==> src/hw/rtl/olt_pkg.sv <==
// ----------------------------------------------------------------------------
// olt_pkg
// Shared types and constants for the ordered list table engine.
// ----------------------------------------------------------------------------
package olt_pkg;

   localparam int DEPTH_DEFAULT = 64;

   localparam int OP_W     = 3;
   localparam int VALUE_W  = 32;
   localparam int POS_W    = 6;
   localparam int STATUS_W = 2;
   localparam int TOTAL_W  = 7;
   localparam int LIMIT_W  = 7;

   localparam logic [LIMIT_W-1:0] SIZE_LIMIT_RESET = 7'd64;

   localparam logic [OP_W-1:0] OP_APPEND       = 3'd0;
   localparam logic [OP_W-1:0] OP_REMOVE_VALUE = 3'd1;
   localparam logic [OP_W-1:0] OP_INSERT_AT    = 3'd2;
   localparam logic [OP_W-1:0] OP_REMOVE_AT    = 3'd3;
   localparam logic [OP_W-1:0] OP_READ_AT      = 3'd4;
   localparam logic [OP_W-1:0] OP_FIND         = 3'd5;

   localparam logic [STATUS_W-1:0] STAT_OK        = 2'd0;
   localparam logic [STATUS_W-1:0] STAT_NOT_FOUND = 2'd1;
   localparam logic [STATUS_W-1:0] STAT_FULL      = 2'd2;
   localparam logic [STATUS_W-1:0] STAT_BAD_POS   = 2'd3;

   typedef enum logic [1:0] {
      MODE_HOLD,
      MODE_OPEN,
      MODE_CLOSE_POS,
      MODE_CLOSE_MATCH
   } mode_type;

   typedef struct packed {
      logic     cmp_en;
      logic     upd_en;
      mode_type mode;
   } cell_ctrl_type;

   typedef enum logic {
      S_IDLE,
      S_UPDATE
   } state_type;

endpackage

==> src/hw/rtl/olt_cell.sv <==
// ----------------------------------------------------------------------------
// olt_cell
// One list slot: holds an entry, compares it against the broadcast value and
// shifts with its neighbors on insert and remove.
// ----------------------------------------------------------------------------
module olt_cell
   import olt_pkg::*;
#(
   parameter int INDEX = 0,
   parameter int CNT_W = 7
) (
   input  logic                clock,
   input  logic                reset,
   input  cell_ctrl_type       ctrl,
   input  logic [VALUE_W-1:0]  cmp_value,
   input  logic [VALUE_W-1:0]  wr_value,
   input  logic [CNT_W-1:0]    pos,
   input  logic [CNT_W-1:0]    count,
   input  logic [VALUE_W-1:0]  left_data,
   input  logic [VALUE_W-1:0]  right_data,
   input  logic                chain_in,
   output logic                chain_out,
   output logic [VALUE_W-1:0]  data_out,
   output logic [VALUE_W-1:0]  read_tap,
   output logic [POS_W-1:0]    found_tap
);

   localparam logic [CNT_W-1:0] MY_IDX = CNT_W'(INDEX);

   logic [VALUE_W-1:0] data_ff;
   logic [VALUE_W-1:0] data_in;
   logic               match_ff;
   logic               match_in;

   assign chain_out = chain_in | match_ff;
   assign data_out  = data_ff;
   assign read_tap  = (MY_IDX == pos) ? data_ff : '0;
   assign found_tap = (match_ff && !chain_in) ? POS_W'(INDEX) : '0;

   always_comb begin
      match_in = match_ff;
      if (ctrl.cmp_en) begin
         match_in = (data_ff == cmp_value) && (MY_IDX < count);
      end
   end

   always_comb begin
      data_in = data_ff;
      if (ctrl.upd_en) begin
         case (ctrl.mode)
            MODE_OPEN: begin
               if (MY_IDX > pos) begin
                  data_in = left_data;
               end else if (MY_IDX == pos) begin
                  data_in = wr_value;
               end
            end
            MODE_CLOSE_POS: begin
               if (MY_IDX >= pos) begin
                  data_in = right_data;
               end
            end
            MODE_CLOSE_MATCH: begin
               if (chain_out) begin
                  data_in = right_data;
               end
            end
            default: begin
               data_in = data_ff;
            end
         endcase
      end
   end

   always_ff @(posedge clock) begin
      data_ff <= data_in;
      if (reset) begin
         match_ff <= 1'b0;
      end else begin
         match_ff <= match_in;
      end
   end

endmodule

==> config.mk <==
export PLATFORM = sky130hd
export DESIGN_NAME = olt_cell
export DESIGN_NICKNAME = d
export VERILOG_FILES = /design/src/hw/rtl/olt_pkg.sv /design/src/hw/rtl/olt_cell.sv
export SDC_FILE = /design/constraint.sdc
export NUM_CORES = 1
export LEC_CHECK = 0
export BUFFER_PORTS_ARGS = -buffer_cell sky130_fd_sc_hd__buf_4
export CELL_PAD_IN_SITES_DETAIL_PLACEMENT = 1
export CELL_PAD_IN_SITES_GLOBAL_PLACEMENT = 1
export CORE_MARGIN = 4
export CORE_UTILIZATION = 26
export CTS_CLUSTER_SIZE = 30
export DETAILED_ROUTE_END_ITERATION = 8
export PLACE_DENSITY = 0.95
export SLEW_MARGIN = 0
export SYNTH_ARGS = -nofsm -noshare
export SYNTH_HDL_FRONTEND = slang
export SYNTH_SLANG_ARGS = --single-unit
==> constraint.sdc <==
create_clock -name clock -period 5.84 [get_ports clock]
set_input_delay 1.46 -clock clock [delete_from_list [all_inputs] [get_ports clock]]
set_output_delay 1.46 -clock clock [all_outputs]
set_load 0.05 [all_outputs]
==> impl_summary.log, run 1 <==
INFO  metric die_w = 97.7 um
INFO  metric tightestPinTransition = 0.810 ns
INFO  metric drt-total-wl = 7740 um
INFO  metric cts_htree_levels = 2
INFO  metric synthDistinctLibCells = 24
INFO  metric grt_antenna_before_repair = 0
INFO  metric timing.final.crit_share = 76.5%
INFO  metric clock_sink_count = 33
INFO  metric peakVddDrop = 0.0853 mV
INFO  metric antenna_violating_nets_left = 0
INFO  metric cts_tree = built
INFO  metric drt-vias-per-instance = 4.43
INFO  metric drive_gt1_share = 69.5%
INFO  metric power.density = 178 nW/um^2
INFO  metric maxCapViolCount = 0
INFO  metric dr_wl_met3 = 708 um
INFO  metric combinationalPowerShare = 27.9%
INFO  metric outcome = finished, final reports clean
INFO  metric grtUsageTotal = 15.9%
INFO  metric final-setup-viol-count = 0
INFO  metric layout-area-overhead-vs-synth = 73.0%
INFO  metric post_cts.resized_instances = 0
INFO  metric detail_route.iter0.violations = 59
INFO  metric utilization = 46.6%
INFO  metric place_hpwl = 6310 um
INFO  metric vias = 2007
INFO  metric seq_power_share = 44.1%
INFO  metric grt_max_degree = 35
INFO  metric globalRouteOverflowTotal = 0
INFO  metric die-height = 97.7 um
INFO  metric setup.worst_path.end_class = primary output
INFO  metric switching_power = 182 uW
INFO  metric grt_pass1_wl = 12100 um
INFO  metric path_class = in -> out
INFO  metric clk_root_buffer_cell = clkbuf_8
INFO  metric timing.max_slew.rel_slack = 46.0%
INFO  metric syn_avg_cell_area = 12.4 sq um
INFO  metric post-route-min-period = 4.47 ns
INFO  metric routed_wire_length_per_instance = 17.1 um
INFO  metric cts_max_path_buffers = 2
INFO  metric timing.hold.worst.class = reg -> reg
INFO  metric worst_skew_pair.late_latency = 0.28 ns
INFO  metric diodes = 0
INFO  metric syn-cell-area = 2090 sq um
INFO  metric detail_route.drc_violations = 0
INFO  metric data_arrival_time_of_the_critical_path = 3.01 ns
INFO  metric floorplan.die_area = 9550 sq um
INFO  metric p_clk_share = 28.0%
INFO  metric nNetsFinal = 499
INFO  metric cp_max_fo = 34
INFO  metric rows = 32
INFO  metric intPower = 461 uW
INFO  metric power_switching_share = 28.3%
INFO  metric finalSetupTns = 0 ns
INFO  metric first_global_vias = 2329
INFO  metric worstPathRequired = 4.38 ns
INFO  metric initial_utilization = 26.9%
INFO  metric io_buffers = 181
INFO  metric io_pins = 220
INFO  metric worst_clock_skew = 0.00602 ns
INFO  metric power_leakage = 1.63 nW
INFO  metric syn_inst = 169
INFO  metric top_layer = met4
INFO  metric upper_clock_frequency_limit = 224 MHz
INFO  metric clk_transition_reported_paths = 0.07 ns
INFO  metric setup.worst_path.start_class = input port
INFO  metric timing.final.hold_violations = 0
INFO  metric place.gp.congestion = 0.778
INFO  metric yosys_warnings = 0
INFO  metric synth_sequential_area_ratio = 46.9%
INFO  metric drt-met1-wl = 2920 um
INFO  metric cts_hold_buf = 0
INFO  metric final_count_of_pins_violating_max_slew = 0
INFO  metric routed-wl-met2 = 4070 um
INFO  metric drt_pass1_iterations = 3
INFO  metric yosys_register_bits = 33
INFO  metric cts_made_buffers = 5
INFO  metric core_area = 7770 sq um
INFO  metric cts_setup_buffers = 0
INFO  metric rsz0062_at_grt = false
per-stage QoR:
| stage | total power, mW | worst slack [ns] | instances | hold slack [ns] | cell area (sq um) |
|---|---|---|---|---|---|
| 2_1_floorplan | 0.381 | 1.50 | 174 | 0.425 | 2110 |
| 3_3_place_gp | 0.464 | 1.39 | 445 | 0.445 | 3530 |
| 3_5_place_dp | 0.470 | 1.34 | 445 | 0.462 | 3530 |
| 4_1_cts | 0.654 | 1.33 | 453 | 0.478 | 3620 |
| 5_1_grt | 0.673 | 1.29 | 453 | 0.533 | 3620 |
| 6_report | 0.643 | 1.37 | 453 | 0.475 | 3620 |
registers in the layout (all words and copies together) (netlist names):
signal and count:
data_out 32, match_ff 1
logic make-up (layout without fill, tap and decap cells):
| family | Yosys count | after routing | synth area share, % |
|---|---|---|---|
| AO/OA/AOI/OAI | 3 | 3 | 0.837 |
| XOR/XNOR | 32 | 32 | 13.4 |
| buffers and inverters | 14 | 191 | 3.76 |
| flip-flops | 33 | 33 | 46.9 |
| multiplexers | 32 | 32 | 17.2 |
| other | 1 | 6 | 0.179 |
| AND/OR/NAND/NOR | 54 | 54 | 17.8 |
area by class of cell:
cell class                 instances  area (sq um)
fill                             908          4150
timing repair buffer             182          1370
multi-input combinational        127          1050
sequential                        33           981
tap                              102           128
clock buffer                       8          90.1
inverter                           1          3.75
power by group through the flow:
| stage | Sequential (mW) | Clock [mW] | Combinational [mW] |
|---|---|---|---|
| after floorplan | 0.322 | 0 | 0.0590 |
| after global placement | 0.288 | 0 | 0.176 |
| after detailed placement | 0.289 | 0 | 0.181 |
| after CTS | 0.284 | 0.188 | 0.181 |
| after global routing | 0.285 | 0.196 | 0.192 |
| final | 0.284 | 0.180 | 0.179 |
critical path: stages:
cell and delay, ns:
buf_4 0.11, or4_4 0.54, nor4_4 0.14, buf_4 0.35, and2_2 0.21, buf_4 0.19
worst paths after layout:
| path | slack (ns) | cells past startpoint | startpoint | end |
|---|---|---|---|---|
| max | 1.37 | 6 | pos[3] | read_tap[17] |
| max reg2reg | 4.10 | 5 | match_ff | data_out[22] |
| min | 0.47 | 2 | match_ff | match_ff |
| min reg2reg | 0.47 | 2 | match_ff | match_ff |
cell usage in the layout (no fill, tap or decap), drive strengths merged:
cell type / instances
nor4b: 1
nand2: 3
o21ai: 2
clkbuf: 8
xnor2: 16
nor3: 1
mux2: 32
dfxtp: 1
buf: 182
xor2: 16
and2: 33
nor4: 6
nor2: 2
nand3: 2
edfxtp: 32
or4: 2
nand4: 4
conb: 6
o211ai: 1
inv: 1
Yosys cell counts, drive strengths merged:
library cell / number / share of area (%)
and2: 33 / 11
edfxtp: 32 / 46
mux2: 32 / 17
xnor2: 16 / 6.7
xor2: 16 / 6.7
clkbuf: 7 / 1.4
buf: 6 / 2.2
nor4: 6 / 2.5
nand4: 4 / 1.2
nand2: 3 / 0.54
nand3: 2 / 0.48
nor2: 2 / 0.36
o21ai: 2 / 0.48
or4: 2 / 0.90
conb: 1 / 0.18
dfxtp: 1 / 0.96
inv: 1 / 0.18
nor3: 1 / 0.24
nor4b: 1 / 0.42
o211ai: 1 / 0.36
routing by layer:
layer / track usage [%] / vias up
met3: 5.38 / 4
met4: 3.19 / 0
met1: 17.5 / 940
met2: 29.6 / 118
li1: - / 945
met5: 0 / -
No activity file was read; power rests on OpenSTA's default activity.
==> run 2: changes to the inputs <==
--- a/config.mk
+++ b/config.mk
@@ -9,10 +9,10 @@
 export CELL_PAD_IN_SITES_DETAIL_PLACEMENT = 1
 export CELL_PAD_IN_SITES_GLOBAL_PLACEMENT = 1
 export CORE_MARGIN = 4
-export CORE_UTILIZATION = 26
+export CORE_UTILIZATION = 22
 export CTS_CLUSTER_SIZE = 30
 export DETAILED_ROUTE_END_ITERATION = 8
-export PLACE_DENSITY = 0.95
+export PLACE_DENSITY = 0.87
 export SLEW_MARGIN = 0
 export SYNTH_ARGS = -nofsm -noshare
 export SYNTH_HDL_FRONTEND = slang
==> constraint.sdc (replaced) <==
create_clock -name clock -period 3.7 [get_ports clock]
set_input_delay 0.925 -clock clock [delete_from_list [all_inputs] [get_ports clock]]
set_output_delay 0.925 -clock clock [all_outputs]
set_load 0.05 [all_outputs]
==> impl_summary.log, run 2 (same netlist as run 1, synthesis figures left out) <==
INFO  metric initial_utilization = 22.7%
INFO  metric detail_route.iter0.violations = 50
INFO  metric switching_power = 291 uW
INFO  metric top_library_cells_by_usage_in_the_layout_fill_and_taps_aside = 182 x buf_4, 32 x mux2_2, 32 x edfxtp_1
INFO  metric min_to = match_ff
INFO  metric upper_clock_frequency_limit = 295 MHz
INFO  metric detail_route.drc_violations = 0
INFO  metric critical_path_max_stage_delay = 0.53 ns
INFO  metric timing.critical_path.cells = buf_4 -> or4_4 -> nor4_4 -> buf_4 -> and2_2 -> buf_4
INFO  metric r2r.worst_path.cells = 5
INFO  metric final_common_cell = buf_4
INFO  metric timing.final.crit_share = 91.6%
INFO  metric clk_transition_reported_paths = 0.07 ns
INFO  metric drive_gt1_share = 69.6%
INFO  metric power_leakage = 1.65 nW
INFO  metric place_hpwl = 6270 um
INFO  metric final_count_of_pins_violating_max_slew = 0
INFO  metric antenna_violating_nets_left = 0
INFO  metric layout-area-overhead-vs-synth = 76.4%
INFO  metric timing.hold.worst.start = match_ff
INFO  metric setup.worst_path.start_class = input port
INFO  metric timing.final.hold_violations = 0
INFO  metric die_w = 106 um
INFO  metric rr_startpoint = data_out[7]
INFO  metric path_class = in -> out
INFO  metric critical_path.most_common_cell = buf_4
INFO  metric intPower = 777 uW
INFO  metric largest_register_ff_count = 32
INFO  metric timing.max_slew.rel_slack = 65.6%
INFO  metric combinationalPowerShare = 26.5%
INFO  metric maxCapViolCount = 0
INFO  metric finish.instance_area = 3690 sq um
INFO  metric diodes = 0
INFO  metric cts_htree_levels = 2
INFO  metric vias = 1984
INFO  metric cts_setup_buffers = 0
INFO  metric rsz0062_at_grt = false
INFO  metric globalRouteOverflowTotal = 0
INFO  metric data_arrival_time_of_the_critical_path = 2.46 ns
INFO  metric detailed_place.area = 3590 sq um
INFO  metric power_switching_share = 27.3%
INFO  metric rrSetupSlack = 2.01 ns
INFO  metric peakVddDrop = 0.139 mV
INFO  metric io_buffers = 181
INFO  metric place.gp.congestion = 0.714
INFO  metric grt_max_degree = 35
INFO  metric worst_clock_skew = 0.00620 ns
INFO  metric grt_pass1_wl = 11900 um
INFO  metric cts_made_buffers = 5
INFO  metric routed_wire_length_per_instance = 16.0 um
INFO  metric seq_power_share = 41.9%
INFO  metric drt_pass1_iterations = 3
INFO  metric rows = 35
INFO  metric setup.worst_path.end_class = primary output
INFO  metric power.density = 289 nW/um^2
INFO  metric drt-total-wl = 7720 um
INFO  metric post-route-min-period = 3.39 ns
INFO  metric clock_sink_count = 33
INFO  metric dp_worst_setup_slack = 0.307 ns
INFO  metric first_global_vias = 2283
INFO  metric cts_max_path_buffers = 2
INFO  metric io_pins = 220
INFO  metric drt-vias-per-instance = 4.12
INFO  metric power.total = 1.07 mW
INFO  metric core_area = 9240 sq um
INFO  metric timing.hold.worst.class = reg -> reg
INFO  metric crit_slowest_cell = or4_4
INFO  metric regToRegEndpoint = match_ff
INFO  metric outcome = finished, final reports clean
INFO  metric worst_skew_pair.late_latency = 0.28 ns
INFO  metric final-setup-viol-count = 0
INFO  metric cp_max_fo = 34
INFO  metric post_cts.resized_instances = 0
INFO  metric timing.hold.worst_path_depth = 2
INFO  metric tightestPinTransition = 0.512 ns
INFO  metric fin_ws = 0.312 ns
INFO  metric grtUsageTotal = 13.7%
INFO  metric p_clk_share = 31.5%
INFO  metric floorplan.die_area = 11100 sq um
INFO  metric finalSetupTns = 0 ns
INFO  metric grt_antenna_before_repair = 0
INFO  metric worstPathRequired = 2.77 ns
INFO  metric die-height = 106 um
INFO  metric clk_root_buffer_cell = clkbuf_8
INFO  metric cts_hold_buf = 0
INFO  metric cts_tree = built
INFO  metric nNetsFinal = 500
## run 2: cell count changes in the layout (fill, tap and decap cells not counted)
cell and delta:
buf_12 +1, bufinv_16 +1, clkbuf_1 -1, clkbuf_8 -1, clkinv_1 +1
## run 2: layout make-up
type	count	area [sq um]
inverters	1	3.75
clock buffers	6	72.6
fillers	1059	5550
flip-flops and latches	33	981
well taps	129	161
clock inverters	2	33.8
multi-input cells	127	1050
repair buffers	183	1390
## run 2: power groups by stage
stage / logic (mW) / registers (mW) / clock network, mW
after floorplan: 0.0931 / 0.509 / 0
after CTS: 0.288 / 0.448 / 0.351
after global placement: 0.281 / 0.456 / 0
final: 0.283 / 0.448 / 0.337
after detailed placement: 0.286 / 0.457 / 0
after global routing: 0.302 / 0.451 / 0.370
## run 2: worst max-delay path: cells and delay by family
| family | cells | cell delay, ns |
|---|---|---|
| and+or+nand+nor | 3 | 0.87 |
| buffers and inverters | 3 | 0.65 |
## run 2: worst max-delay path by stage
stage,from,endpoint,slack (ns)
2_1_floorplan,pos[3],read_tap[10],0.43
3_3_place_gp,pos[3],read_tap[0],0.33
3_5_place_dp,pos[3],read_tap[19],0.31
4_1_cts,pos[3],read_tap[19],0.30
5_1_grt,pos[3],read_tap[19],0.22
6_report,pos[3],read_tap[12],0.31
## run 2: layer usage
layer | wire length, um | part of all wire, % | GRT usage [%]
met1 | 2940 | 38 | 15.5
met2 | 3980 | 52 | 24.5
met3 | 747 | 9.7 | 5.08
met4 | 48 | 0.62 | 2.78
met5 | 0 | 0 | 0
## run 2: stage by stage
step | hold slack [ns] | std cells | utilization (%)
2_1_floorplan | 0.425 | 174 | -
3_3_place_gp | 0.448 | 473 | 38.8
3_5_place_dp | 0.458 | 473 | 38.8
6_report | 0.469 | 481 | 40.0
5_1_grt | 0.506 | 481 | 40.0
4_1_cts | 0.477 | 481 | 40.0
==> run 3: changes to the inputs <==
--- a/config.mk
+++ b/config.mk
@@ -5,6 +5,7 @@
 export SDC_FILE = /design/constraint.sdc
 export NUM_CORES = 1
 export LEC_CHECK = 0
+export ABC_AREA = 1
 export BUFFER_PORTS_ARGS = -buffer_cell sky130_fd_sc_hd__buf_4
 export CELL_PAD_IN_SITES_DETAIL_PLACEMENT = 1
 export CELL_PAD_IN_SITES_GLOBAL_PLACEMENT = 1
@@ -12,7 +13,7 @@
 export CORE_UTILIZATION = 22
 export CTS_CLUSTER_SIZE = 30
 export DETAILED_ROUTE_END_ITERATION = 8
-export PLACE_DENSITY = 0.87
+export PLACE_DENSITY = 0.86
 export SLEW_MARGIN = 0
 export SYNTH_ARGS = -nofsm -noshare
 export SYNTH_HDL_FRONTEND = slang
==> impl_summary.log, run 3 <==
INFO  metric detail_route.iter0.violations = 62
INFO  metric timing.critical_path.cells = buf_4 -> or3_1 -> nor2_2 -> inv_2 -> nor2_2 -> buf_4
INFO  metric layer_carrying_the_most_global_route_usage = met2
INFO  metric largest_register_ff_count = 32
INFO  metric use_met3 = 4.80%
INFO  metric regToRegEndpoint = data_out[16]
INFO  metric power_switching_share = 31.2%
INFO  metric p_clk_share = 25.7%
INFO  metric io_pins = 220
INFO  metric final_common_cell = buf_4
INFO  metric intPower = 713 uW
INFO  metric rr_startpoint = match_ff
INFO  metric cts_max_path_buffers = 2
INFO  metric maxCapViolCount = 0
INFO  metric clock_sink_count = 33
INFO  metric drt-vias-per-instance = 4.12
INFO  metric tightestPinTransition = 0.982 ns
INFO  metric worstPathRequired = 2.77 ns
INFO  metric grtUsageTotal = 14.0%
INFO  metric detailed_place.area = 3820 sq um
INFO  metric rsz0062_at_grt = false
INFO  metric yosys_register_bits = 33
INFO  metric finalSetupTns = 0 ns
INFO  metric die-height = 111 um
INFO  metric utilization = 37.6%
INFO  metric post_cts.resized_instances = 0
INFO  metric critical_path_max_stage_delay = 0.38 ns
INFO  metric ys_async_sr_fraction = 0%
INFO  metric timing.max_slew.rel_slack = 34.4%
INFO  metric yosys.area.top_type = edfxtp_1
INFO  metric syn_inst = 269
INFO  metric timing.final.hold_violations = 0
INFO  metric drt_pass1_iterations = 4
INFO  metric peakVddDrop = 0.132 mV
INFO  metric worst_skew_pair.late_latency = 0.28 ns
INFO  metric dp_cells = 580
INFO  metric syn-cell-area = 2340 sq um
INFO  metric worst_clock_skew = 0.00762 ns
INFO  metric final_count_of_pins_violating_max_slew = 0
INFO  metric rrSetupSlack = 2.24 ns
INFO  metric globalRouteOverflowTotal = 0
INFO  metric cts_setup_buffers = 0
INFO  metric timing.hold.worst.class = reg -> reg
INFO  metric gr-usage-met2 = 25.7%
INFO  metric fill_cells = 1273
INFO  metric drive_gt1_share = 57.1%
INFO  metric cp_max_fo = 32
INFO  metric yosys_warnings = 0
INFO  metric diodes = 0
INFO  metric register_area = 981 sq um
INFO  metric synth_sequential_area_ratio = 41.8%
INFO  metric nNetsFinal = 600
INFO  metric place_hpwl = 7420 um
INFO  metric synth.most_common_cell = nand2_1
INFO  metric cts_hold_buf = 0
INFO  metric synth_largest_type_area_fraction = 41.0%
INFO  metric combinationalPowerShare = 30.9%
INFO  metric core_area = 10400 sq um
INFO  metric place.gp.congestion = 0.745
INFO  metric initial_utilization = 22.6%
INFO  metric power_leakage = 1.93 nW
INFO  metric crit_slowest_cell = or3_1
INFO  metric setup.worst_path.start_class = input port
INFO  metric power.density = 266 nW/um^2
INFO  metric detail_route.drc_violations = 0
INFO  metric first_global_vias = 2779
INFO  metric power.total = 1.04 mW
INFO  metric synthDistinctLibCells = 20
INFO  metric final-setup-viol-count = 0
INFO  metric critPathCapture = read_tap[22]
INFO  metric clk_root_buffer_cell = clkbuf_8
INFO  metric synth.top_cells.by_count = 57 x nand2_1, 50 x inv_1, 32 x edfxtp_1, 32 x mux2_2, 29 x nor2_2
INFO  metric switching_power = 323 uW
INFO  metric io_buffers = 181
INFO  metric floorplan.die_area = 12400 sq um
INFO  metric outcome = finished, final reports clean
INFO  metric cts_made_buffers = 5
INFO  metric synthFlopType = edfxtp_1
INFO  metric seq_power_share = 43.4%
INFO  metric grt_max_degree = 35
INFO  metric multi_input_comb_area = 1100 sq um
INFO  metric post-route-min-period = 3.28 ns
INFO  metric clk_transition_reported_paths = 0.08 ns
INFO  metric setup.worst_path.end_class = primary output
INFO  metric antenna_violating_nets_left = 0
INFO  metric layout-area-overhead-vs-synth = 66.4%
INFO  metric path_class = in -> out
INFO  metric stdcell_count = 588
INFO  metric grt_pass1_wl = 13900 um
INFO  metric use_met1 = 15.1%
INFO  metric data_arrival_time_of_the_critical_path = 2.36 ns
INFO  metric synth_edf_count = 32
INFO  metric top_library_cells_by_usage_in_the_layout_fill_and_taps_aside = 183 x buf_4, 57 x nand2_1, 50 x inv_1
INFO  metric setup.worst_path.start = pos[1]
INFO  metric cts_tree = built
INFO  metric timing.final.crit_share = 88.7%
INFO  metric routed_wire_length_per_instance = 14.9 um
INFO  metric upper_clock_frequency_limit = 305 MHz
INFO  metric grt_antenna_before_repair = 0
INFO  metric syn_avg_cell_area = 8.72 sq um
INFO  metric netlist_top_cells_area = edfxtp_1 41%, mux2_2 15%, nand2_1 9.1%
INFO  metric die_w = 111 um
INFO  metric cts_htree_levels = 2
INFO  metric finish.instance_area = 3900 sq um
INFO  metric vias = 2420
INFO  metric r2r.worst_path.cells = 4
INFO  metric drt-total-wl = 8780 um
INFO  metric rows = 37
-- run 3: power by group through the flow --
stage          clock network (mW)  logic [mW]  registers [mW]
2_1_floorplan                   0       0.115           0.518
5_1_grt                     0.296       0.345           0.453
3_5_place_dp                    0       0.324           0.458
4_1_cts                     0.284       0.325           0.450
3_3_place_gp                    0       0.315           0.457
6_report                    0.266       0.320           0.450
-- run 3: metrics by stage --
stage | setup WS (ns) | hold WS, ns
after global placement | 0.432 | 0.459
after detailed placement | 0.385 | 0.468
after floorplan | 0.175 | 0.433
after global routing | 0.267 | 0.500
after CTS | 0.385 | 0.480
final | 0.418 | 0.468
-- run 3: cells by family after synthesis --
kind of cell	after synthesis	synth area share (%)
DFF	33	41.8
buffers and inverters	64	12.4
muxes	32	15.4
AOI/OAI and AO/OA	5	1.07
and+or+nand+nor	121	24.3
xor gates and xnor gates	13	4.86
other	1	0.160
-- run 3: area by class of cell --
type                       count  share of cell area (%)
clock buffer                   5                    1.76
clock inverter                 3                   0.321
inverter                      51                    4.91
multi-input combinational    177                    28.3
sequential                    33                    25.1
tap                          136                    4.36
timing repair buffer         183                    35.2
-- run 3: critical path, delay by kind of cell --
| kind | cells | cell delay (ns) |
|---|---|---|
| simple gates | 3 | 0.72 |
| buf+inv | 3 | 0.69 |
-- run 3: worst min path at each step --
stage | start | to | cells after the start
5_1_grt | match_ff | match_ff | 2
2_1_floorplan | match_ff | match_ff | 2
3_3_place_gp | match_ff | match_ff | 2
4_1_cts | match_ff | match_ff | 2
6_report | match_ff | match_ff | 2
3_5_place_dp | match_ff | match_ff | 2
-- run 3: per-layer routing --
metal  up-vias  wire length (um)  part of all wire, %
met5         -                 0                    0
met4         0               142                  1.6
met3        12               695                  7.9
met2       113              4740                   54
met1      1112              3200                   36
li1       1183                 -                    -
